$ cat src/signature_predicted_rrip_replacement_top_defines.svh
// assertion macros for the signature predicted rrip replacement block
// used by the top level; clock and reset are taken as clk and rst_n
`ifndef SIGNATURE_PREDICTED_RRIP_REPLACEMENT_TOP_DEFINES_SVH
`define SIGNATURE_PREDICTED_RRIP_REPLACEMENT_TOP_DEFINES_SVH
`ifndef ASSERT_OFF
`define SPR_ASSERT(lbl, prop, msg) \
  lbl: assert property (@(posedge clk) disable iff (!rst_n) prop) else $error(msg);
`define SPR_ASSERT_NEVER(lbl, cond, msg) \
  lbl: assert property (@(posedge clk) disable iff (!rst_n) !(cond)) else $error(msg);
`else
`define SPR_ASSERT(lbl, prop, msg)
`define SPR_ASSERT_NEVER(lbl, cond, msg)
`endif
`endif

$ cat src/spr_pkg.sv
// package for the signature predicted rrip replacement block
// default sizes, constants, item kind codes and the sequencer state type
`timescale 1ns / 1ps
package spr_pkg;

  localparam int NUM_SETS_DEF      = 2048;
  localparam int NUM_WAYS_DEF      = 16;
  localparam int TABLE_ENTRIES_DEF = 1024;
  localparam int VALUE_BITS_DEF    = 2;

  localparam int PAGE_SHIFT = 12;
  localparam int SET_IN_W   = 11;
  localparam int WAY_IN_W   = 4;
  localparam int ADDR_W     = 64;
  localparam int CTR_W      = 3;

  localparam logic [CTR_W-1:0] CTR_MAX    = 3'd7;
  localparam logic [CTR_W-1:0] CTR_RESET  = 3'd4;
  localparam logic [CTR_W-1:0] THR_RESET  = 3'd4;

  localparam logic KIND_QUERY  = 1'b0;
  localparam logic KIND_UPDATE = 1'b1;

  typedef enum logic [1:0] {
    ST_CLEAR,
    ST_IDLE,
    ST_ROW,
    ST_CTR
  } spr_state_t;

endpackage

$ cat src/spr_victim.sv
// victim selection for one set row: ages all ways so the largest value
// becomes distant and picks the first distant way; uses spr_pkg
`timescale 1ns / 1ps
module spr_victim import spr_pkg::*; #(
  parameter int NUM_WAYS   = NUM_WAYS_DEF,
  parameter int VALUE_BITS = VALUE_BITS_DEF,
  localparam int WayW  = $clog2(NUM_WAYS),
  localparam int ValsW = NUM_WAYS * VALUE_BITS
) (
  input  logic [ValsW-1:0] vals_i,
  output logic [ValsW-1:0] aged_o,
  output logic [WayW-1:0]  victim_o
);

  localparam logic [VALUE_BITS-1:0] Distant = '1;

  logic [NUM_WAYS-1:0]   ge_k [1 << VALUE_BITS];
  logic [VALUE_BITS-1:0] largest;
  logic [VALUE_BITS-1:0] lift;

  // per level: does any way reach it
  always_comb begin
    for (int k = 0; k < (1 << VALUE_BITS); k++) begin
      for (int w = 0; w < NUM_WAYS; w++) begin
        ge_k[k][w] = (vals_i[w*VALUE_BITS +: VALUE_BITS] >= VALUE_BITS'(k));
      end
    end
  end

  always_comb begin
    largest = '0;
    for (int k = 1; k < (1 << VALUE_BITS); k++) begin
      if (|ge_k[k]) begin
        largest = VALUE_BITS'(k);
      end
    end
    lift = Distant - largest;
    for (int w = 0; w < NUM_WAYS; w++) begin
      aged_o[w*VALUE_BITS +: VALUE_BITS] = vals_i[w*VALUE_BITS +: VALUE_BITS] + lift;
    end
    victim_o = '0;
    for (int w = NUM_WAYS - 1; w >= 0; w--) begin
      if (vals_i[w*VALUE_BITS +: VALUE_BITS] == largest) begin
        victim_o = WayW'(w);
      end
    end
  end

endmodule

$ cat config.mk
export PLATFORM = sky130hd
export DESIGN_NAME = spr_victim
export DESIGN_NICKNAME = d
export VERILOG_FILES = /design/src/signature_predicted_rrip_replacement_top_defines.svh /design/src/spr_pkg.sv /design/src/spr_victim.sv
export SDC_FILE = /design/constraint.sdc
export NUM_CORES = 1
export LEC_CHECK = 0
export BUFFER_PORTS_ARGS = -buffer_cell sky130_fd_sc_hd__clkbuf_2
export CORE_ASPECT_RATIO = 1.25
export CORE_MARGIN = 1
export CORE_UTILIZATION = 43
export DETAILED_ROUTE_END_ITERATION = 8
export PLACE_DENSITY = 0.86
export SLEW_MARGIN = 20
export SYNTH_ARGS = -nofsm -noshare
export SYNTH_HDL_FRONTEND = slang
export SYNTH_SLANG_ARGS = --single-unit
export TNS_END_PERCENT = 20
$ cat constraint.sdc
create_clock -name vclk -period 5.7
set_input_delay 1.14 -clock vclk [all_inputs]
set_output_delay 1.14 -clock vclk [all_outputs]
set_load 0.02 [all_outputs]
==> reports/qor.log <==
qor: place.portBuffers 68
qor: synthesis.synth_top_family_by_area compound AO/OA/AOI/OAI gates
qor: synthesis.post_synth_xor_area_fraction 0.157
qor: pwr.leakage 0.634 nW
qor: sta.fin_hold_ws 2.70 ns
qor: final_layout.flops_and_latches 0
qor: sta.tightest_slew 0.454 ns
qor: run.maximum_capacitance_violations 0
qor: clock_network.postCtsResizedCells 0
qor: global_routing.grt_max_degree 34
qor: final_layout.area_used_by_multi_input_combinational_logic 868 sq um
qor: sta.achievable-frequency 202 MHz
qor: final_layout.design.final.nets 233
qor: critical_path.worstSetupEndpoint victim_o[3]
qor: synthesis.synthDominantCellAreaShare 0.225
qor: floorplanning.floorplan.initialDensity 0.455
qor: synthesis.syn_inst_count 117
qor: floorplanning.rows 18
qor: sta.rsz_0062_raised_after_global_routing false
qor: sta.maxSlewHeadroom 0.694
qor: critical_path.required 4.56 ns
qor: critical_path.timing.critical_path.arrival 3.81 ns
qor: sta.setup_ws 0.748 ns
qor: routing.route.detailed.wl_per_inst 14.7 um
qor: global_routing.first_global_vias 1142
qor: place.placed_cells 203
qor: synthesis.synth-seq-area-share 0
qor: sta.setup-violations-final 0
qor: final_layout.layout.core_utilization 0.633
qor: synthesis.synthDistinctLibCells 30
qor: synthesis.synthTopCellsByArea ha_1 (22%), xnor2_1 (14%), a22oi_1 (6.7%)
qor: floorplanning.die_boundary_height 52.9 um
qor: clock_network.holdBufCountCts 0
qor: synthesis.syn-cell-area 891 sq um
qor: synthesis.synth_fa_ha_area_frac 0.225
qor: place.place_area 1240 sq um
qor: global_routing.antenna_violations_before_repair 0
qor: floorplanning.design.die.area 2260 sq um
qor: final_layout.final_design_area_no_fill 1240 sq um
qor: final_layout.flow.area_growth_from_synthesis 39.3%
qor: floorplanning.boundaryPins 68
qor: sta.timing_max_transition_violations_final 0
qor: global_routing.grt.total_usage 0.256
qor: sta.finalHoldViolCount 0
qor: place.gp_routability_congestion 0.901
qor: clock_network.post-cts-setup-buffer-count 0
qor: place.pre_cts_worst_setup_slack 0.817 ns
qor: sta.fin_tns_setup 0 ns
qor: sta.layout_worst_path_cycle_share 0.869
qor: floorplanning.dieWidth 42.7 um
qor: routing.final_antenna_net_count 0
qor: critical_path.worst_setup_path_startpoint vals_i[25]
qor: synthesis.synth.avg_cell_area 7.61 sq um
qor: global_routing.first_pass_grt_wire_length 4.71 mm
qor: critical_path.crit_path_end_kind primary output
qor: final_layout.clockBufferCount 0
qor: routing.post-route-drc-count 0
qor: global_routing.grt_remaining_overflow 0
qor: final_layout.regArea 0 sq um
qor: synthesis.synthesis.yosys.warnings 0
qor: synthesis.synthesized_nets 165
qor: synthesis.synth-compound-area-share 0.310
qor: routing.drt_first_pass_iters 4
qor: floorplanning.core_region_area 1960 sq um
qor: synthesis.synth.top_cells.by_count ha_1 (16), nor2_1 (16), xnor2_1 (14)
qor: critical_path.timing.critical_path.from_type input port
qor: routing.route.final.wire_length 2.99 mm
qor: critical_path.timing_worst_setup_path_type in -> out
qor: routing.drt-vias-per-instance 6.04
qor: min_path.min-delay-path-class in -> out
qor: routing.routed-via-count 1227
qor: run_status.outcome completed
qor: final_layout.final_cell_count_no_fill 203
qor: pwr.power.ir.vdd_worst 0.0521 mV
qor: critical_path.cp_max_fo 33
qor: pwr.areal_power_density_over_the_cells 86.3 nW/um^2
qor: place.detailed_place_hpwl 2.57 mm
qor: synthesis.yosys.area_share.simple 0.277
qor: synthesis.muxShareOfSynthArea 0
qor: final_layout.drive_above_1_share 0.432
qor: final_layout.antenna_cells_inserted 0
qor: final_layout.fillers 197
qor: min_path.worst_hold_path.num_cells 3
qor: pwr.total_power_after_layout 0.107 mW
qor: synthesis.post-synth-top-area-cell ha_1
qor: sta.finalWorstPathRequiredPeriod 4.95 ns
qor: routing.detail_route.iter0.violations 23
## layer usage
| layer | vias to the layer above | share of wire | GRT usage |
|---|---|---|---|
| li1 | 601 | - | - |
| met3 | 0 | 0.034 | 0.0102 |
| met1 | 583 | 0.41 | 0.291 |
| met5 | - | 0 | 0 |
| met4 | 0 | 0 | 0.0156 |
| met2 | 43 | 0.55 | 0.533 |
## logic make-up after synthesis
group / Yosys count
and+or+nand+nor: 43
AOI/OAI and AO/OA: 39
xor gates and xnor gates: 16
adders and majority gates: 16
buffers and inverters: 3
## layout make-up
class,count,area share
well taps,20,0.0202
repair buffers,69,0.280
multi-input cells,114,0.700
## worst max-delay path, cell delays in order
cell and delay, ns:
clkbuf_2 0.12, nor4_2 0.42, and4_4 0.50, a211oi_2 0.11
buf_4 0.22, ha_1 0.31, o21ai_0 0.18, and4_1 0.26
nor2b_1 0.13, nor4_1 0.19, clkbuf_2 0.22
## how the worst min path moves through the flow
stage	start	endpoint	slack (ns)
3_5_place_dp	vals_i[20]	aged_o[20]	2.70
5_1_grt	vals_i[0]	aged_o[0]	2.71
2_1_floorplan	vals_i[0]	aged_o[0]	2.50
3_3_place_gp	vals_i[20]	aged_o[20]	2.69
4_1_cts	vals_i[20]	aged_o[20]	2.70
6_report	vals_i[0]	aged_o[0]	2.70
## power breakdown
part	leakage (nW)	internal, mW	switching [mW]
combinational	0.634	0.0413	0.0659
clock	0	0	0
sequential	0	0	0
total	0.634	0.0413	0.0659
## cells in the final DEF (no fill, tap or decap), drive strengths merged, types with 4 or more instances in the layout
cell type  synthesis  routed
ha                16      16
o21a               4       4
nor2              16      16
clkbuf             0      68
nor4               9       9
nand2              6       6
xnor2             14      14
nand4              6       6
a22oi              8       8
o21ai             15      15
Power figures use the tool's default switching activity.
