## src/signature_predicted_rrip_replacement_top_defines.svh

```systemverilog
// assertion macros for the signature predicted rrip replacement block
// used by the top level; clock and reset are taken as clk and rst_n
`ifndef SIGNATURE_PREDICTED_RRIP_REPLACEMENT_TOP_DEFINES_SVH
`define SIGNATURE_PREDICTED_RRIP_REPLACEMENT_TOP_DEFINES_SVH
`ifndef ASSERT_OFF
`define SPR_ASSERT(lbl, prop, msg) \
  lbl: assert property (@(posedge clk) disable iff (!rst_n) prop) else $error(msg);
`define SPR_ASSERT_NEVER(lbl, cond, msg) \
  lbl: assert property (@(posedge clk) disable iff (!rst_n) !(cond)) else $error(msg);
`else
`define SPR_ASSERT(lbl, prop, msg)
`define SPR_ASSERT_NEVER(lbl, cond, msg)
`endif
`endif

```

## src/spr_pkg.sv

```systemverilog
// package for the signature predicted rrip replacement block
// default sizes, constants, item kind codes and the sequencer state type
`timescale 1ns / 1ps
package spr_pkg;

  localparam int NUM_SETS_DEF      = 2048;
  localparam int NUM_WAYS_DEF      = 16;
  localparam int TABLE_ENTRIES_DEF = 1024;
  localparam int VALUE_BITS_DEF    = 2;

  localparam int PAGE_SHIFT = 12;
  localparam int SET_IN_W   = 11;
  localparam int WAY_IN_W   = 4;
  localparam int ADDR_W     = 64;
  localparam int CTR_W      = 3;

  localparam logic [CTR_W-1:0] CTR_MAX    = 3'd7;
  localparam logic [CTR_W-1:0] CTR_RESET  = 3'd4;
  localparam logic [CTR_W-1:0] THR_RESET  = 3'd4;

  localparam logic KIND_QUERY  = 1'b0;
  localparam logic KIND_UPDATE = 1'b1;

  typedef enum logic [1:0] {
    ST_CLEAR,
    ST_IDLE,
    ST_ROW,
    ST_CTR
  } spr_state_t;

endpackage

```

## src/spr_reuse_table.sv

```systemverilog
// reuse counter table indexed by signature, 3-bit saturating counters
// registered read, increment written back at the last read address; uses spr_pkg
`timescale 1ns / 1ps
module spr_reuse_table import spr_pkg::*; #(
  parameter int TABLE_ENTRIES = TABLE_ENTRIES_DEF,
  localparam int SigW = $clog2(TABLE_ENTRIES)
) (
  input  logic             clk,
  input  logic             rd_en_i,
  input  logic [SigW-1:0]  rd_addr_i,
  input  logic             inc_en_i,
  input  logic             clr_en_i,
  input  logic [SigW-1:0]  clr_addr_i,
  input  logic [CTR_W-1:0] thr_i,
  output logic             near_o
);

  logic [CTR_W-1:0] ctr_mem [TABLE_ENTRIES];
  logic [CTR_W-1:0] ctr_q_r;
  logic [SigW-1:0]  addr_r;
  logic             mem_we;
  logic [SigW-1:0]  mem_waddr;
  logic [CTR_W-1:0] mem_wdata;
  logic [CTR_W-1:0] ctr_inc;

  always_comb begin
    ctr_inc   = (ctr_q_r == CTR_MAX) ? CTR_MAX : ctr_q_r + CTR_W'(1);
    mem_we    = clr_en_i || inc_en_i;
    mem_waddr = clr_en_i ? clr_addr_i : addr_r;
    mem_wdata = clr_en_i ? CTR_RESET : ctr_inc;
  end

  always_ff @(posedge clk) begin
    if (mem_we) begin
      ctr_mem[mem_waddr] <= mem_wdata;
    end
    if (rd_en_i) begin
      ctr_q_r <= ctr_mem[rd_addr_i];
      addr_r  <= rd_addr_i;
    end
  end

  assign near_o = (ctr_q_r >= thr_i);

endmodule

```

## config.mk

```make
export PLATFORM = sky130hd
export DESIGN_NAME = spr_reuse_table
export DESIGN_NICKNAME = d
export VERILOG_FILES = /design/src/signature_predicted_rrip_replacement_top_defines.svh /design/src/spr_pkg.sv /design/src/spr_reuse_table.sv
export SDC_FILE = /design/constraint.sdc
export NUM_CORES = 2
export LEC_CHECK = 0
export BUFFER_PORTS_ARGS = -buffer_cell sky130_fd_sc_hd__buf_2
export CAP_MARGIN = 10
export CORE_UTILIZATION = 45
export DETAILED_ROUTE_END_ITERATION = 10
export PLACE_DENSITY = 0.59
export SYNTH_ARGS = -nofsm -noshare
export SYNTH_HDL_FRONTEND = slang
export SYNTH_SLANG_ARGS = --single-unit
```

## constraint.sdc

```tcl
create_clock -name clk -period 90.5 [get_ports clk]
set_clock_uncertainty 0.15 [all_clocks]
set_input_delay 18.1 -clock clk [delete_from_list [all_inputs] [get_ports clk]]
set_output_delay 18.1 -clock clk [all_outputs]
set_load 0.03 [all_outputs]
```

==> results.json <==
{
  "rows": 192,
  "synth.top_cell.area_share": 0.7486,
  "wl_um": 343600,
  "worst_pin_slew_ps": 1285,
  "yosysTopAreaCell": "edfxtp_1",
  "via_per_inst": 6.182,
  "worstSkewPairLatency_ps": 890,
  "layout.nets": 6691,
  "slew_headroom": 0.1413,
  "seq_power_share": 0.527,
  "ir_drop_mv": 0.01446,
  "slew_viol_final": 0,
  "dr.pass1.iters": 5,
  "synth_flop_cell": "edfxtp_1",
  "area_growth_pct": 10.92,
  "setup_viol": 0,
  "switching_share": 0.2226,
  "synth.area.top_cells": "edfxtp_1 (75%), mux4_2 (11%), nor2_1 (3.3%)",
  "fp.dieW_um": 526.4,
  "p_leak_uw": 0.04233,
  "status": "complete, no violations",
  "p_clk_frac": 0.412,
  "crit_required_ps": 72250,
  "cts_sinks": 3085,
  "postCtsHoldBufs": 0,
  "root_buffer": "clkbuf_16",
  "path_class": "input port to primary output",
  "fmax_mhz": 26.74,
  "crit_fanout": 1,
  "dp_hpwl_um": 198700,
  "synth_edf_count": 3085,
  "rsz0062_at_grt": "false",
  "hp-class": "flip-flop to flip-flop",
  "hold_viol": 0,
  "fin_crit_sh": 0.4132,
  "grt_overflow_total": 0,
  "grt_max_degree": 217,
  "path_buf_inv": 2,
  "cts.path.max_buffers": 4,
  "endpoint_kind": "primary output",
  "combinationalPowerShare": 0.061,
  "final_cells": 10500,
  "synth-seq-area-share": 0.7486,
  "start_util": 0.4523,
  "antenna_found_initial": 19,
  "cts_made_buffers": 314,
  "ys_ff_latch": 3085,
  "ys_async_sr_fraction": 0,
  "ys_types": 75,
  "syn_area_per_cell_um2": 18.68,
  "drtAntennaViolNets": 0,
  "yosys_warnings": 0,
  "pin_count": 28,
  "synth.cell_area_mm2": 0.1238,
  "htree_levels": 5,
  "crit_chain": "buf_2 -> ha_1 -> nand2b_1 -> a21o_1 -> a21o_1 -> buf_2",
  "syn_nets": 6655,
  "cts_tree": "yes",
  "drive_above_1_share": 0.1964,
  "io_buffers": 27,
  "reg2reg_slack_ps": 83420,
  "drcViolationCount": 0,
  "power_density_mw_per_mm2": 22.24,
  "tns_ps": 0,
  "dieArea_mm2": 0.2771,
  "cts_setup_buffers": 0,
  "critPathTopFamily": "compound AO/OA/AOI/OAI gates",
  "post_drt_wl_per_cell_um": 32.72,
  "slowest_stage": "ha_1",
  "cts_resized": 0,
  "clk_pin_slew_ps": 60,
  "cp-start-kind": "input port",
  "grt_pass1_vias": 66100,
  "internal-power_uw": 2374,
  "syn_inst": 6624,
  "num_vias": 64920,
  "core_area_mm2": 0.2736,
  "drt_first_iter_violations": 7789,
  "period_minus_slack_ps": 37400,
  "maxCapViolCount": 0,
  "track_usage": 0.2469,
  "p_sw_uw": 679.6,
  "gp_congestion": 0.8157,
  "dp_cells": 9933,
  "die_h_um": 526.4,
  "crit_path_max_incr_delay_ps": 270,
  "grt_pass1_wl_um": 489500,
  "crit_arrival_ps": 19150
}
==> cell usage after synthesis (all sizes together) (10+ instances only) <==
cell type and instances:
o221ai 137, nor2b 15, o22ai 82, edfxtp 3085, nand2b 10, a211oi 13, or3 20, a21oi 116
buf 200, nor4 16, o21ai 47, mux2 24, a221oi 23, a31oi 13, and2 10, nor2 1075
mux2i 350, nor3 79, a22o 13, nand3 33, clkbuf 302, mux4 638, a22oi 78, nand2 117
o211ai 10, inv 14
==> stage by stage <==
step,total power [uW],area (um^2),worst slack [ps],utilization,hold WS [ps]
CTS,3070,137200,53090,0.5016,865.8
detailed placement,1827,127500,53090,0.4659,843.9
finish,3053,137300,53100,0.5017,874.1
floorplan,1823,123800,38800,-,676.6
global placement,1823,127500,53040,0.4659,842.8
global route,3129,137300,53060,0.5016,931.9
==> cells by family after synthesis <==
kind of cell    Yosys count  synth area share
compound gates          589           0.03400
fa+ha+maj                 4         0.0004044
buf+inv                 517           0.02343
flops                  3085            0.7486
mux                    1012            0.1469
simple gates           1417           0.04673
==> placed cells by master (no fill, tap or decap), types with 8 or more instances in the layout <==
master     netlist  layout
buf_12           9       9
o211ai_1        10      10
clkinv_2         0      51
o22ai_1         82      81
clkinv_1         1      79
nand3_1         33      33
mux2_2          20      20
nand2b_1        10       9
mux4_2         629     629
a22o_1          13      13
diode_2          0       9
nor2_1        1075    1071
a22oi_1         78      78
bufinv_16        0      24
or3_4            0      13
mux4_1           9       9
o221ai_1       136     136
a21oi_1        116     115
o21ai_0         40      40
o22a_1           8       8
a211oi_1        13      13
nand4_1          8       8
nand2_1        117      96
o31ai_1          8       8
buf_2           58      22
a31oi_1         13      13
clkbuf_16        0     320
a221oi_1        20      20
nor3_1          79      79
nand2_4          0      21
and2_1           9       9
nor4_1          16      14
mux2i_1        350     350
clkbuf_1       302      61
nor2b_1         15      12
buf_4           34     189
inv_6            0      11
inv_1           14      12
edfxtp_1      3085    3085
==> power by group through the flow <==
stage / clock [uW] / combinational [uW] / sequential (uW)
2_1_floorplan: 0 / 109 / 1710
3_3_place_gp: 0 / 183 / 1640
3_5_place_dp: 0 / 187 / 1640
4_1_cts: 1270 / 187 / 1610
5_1_grt: 1320 / 196 / 1610
6_report: 1260 / 186 / 1610
==> final timing paths <==
path                        start                         to  depth (start not counted)
min           addr_r[2]$_DFFE_PP_  ctr_mem[787][1]$_DFFE_PP_                          3
min reg2reg   addr_r[2]$_DFFE_PP_  ctr_mem[787][1]$_DFFE_PP_                          3
max reg2reg  ctr_q_r[0]$_DFFE_PP_  ctr_mem[995][2]$_DFFE_PP_                          8
max                      thr_i[0]                     near_o                          6
==> sequential cells by signal, indices dropped and copies added, names as in the netlist <==
register	count
addr_r	10
ctr_mem	3072
ctr_q_r	3
==> area by class of cell <==
type                       instances  area [um^2]
timing repair buffer             222         1735
fill                           21740       136400
inverter                          15        66.31
clock inverter                   178         1523
clock buffer                     381         8237
antenna                            9        22.52
tap                             3589         4491
multi-input combinational       3022        28550
sequential                      3085        92640
==> layer usage <==
metal | vias up | global-route usage | routed length [um]
met5 | - | 0 | 21
met4 | 4 | 0.08404 | 12490
met3 | 611 | 0.04385 | 29030
met2 | 3074 | 0.4026 | 166600
met1 | 34420 | 0.3359 | 135500
li1 | 26810 | - | -
==> worst reg2reg max path, cell delays in order (launching register included) <==
cell	delay, ps
edfxtp_1	690
ha_1	310
or3_4	620
buf_4	910
buf_4	680
buf_4	760
buf_4	890
buf_4	730
buf_4	870
Power figures use the tool's default switching activity.
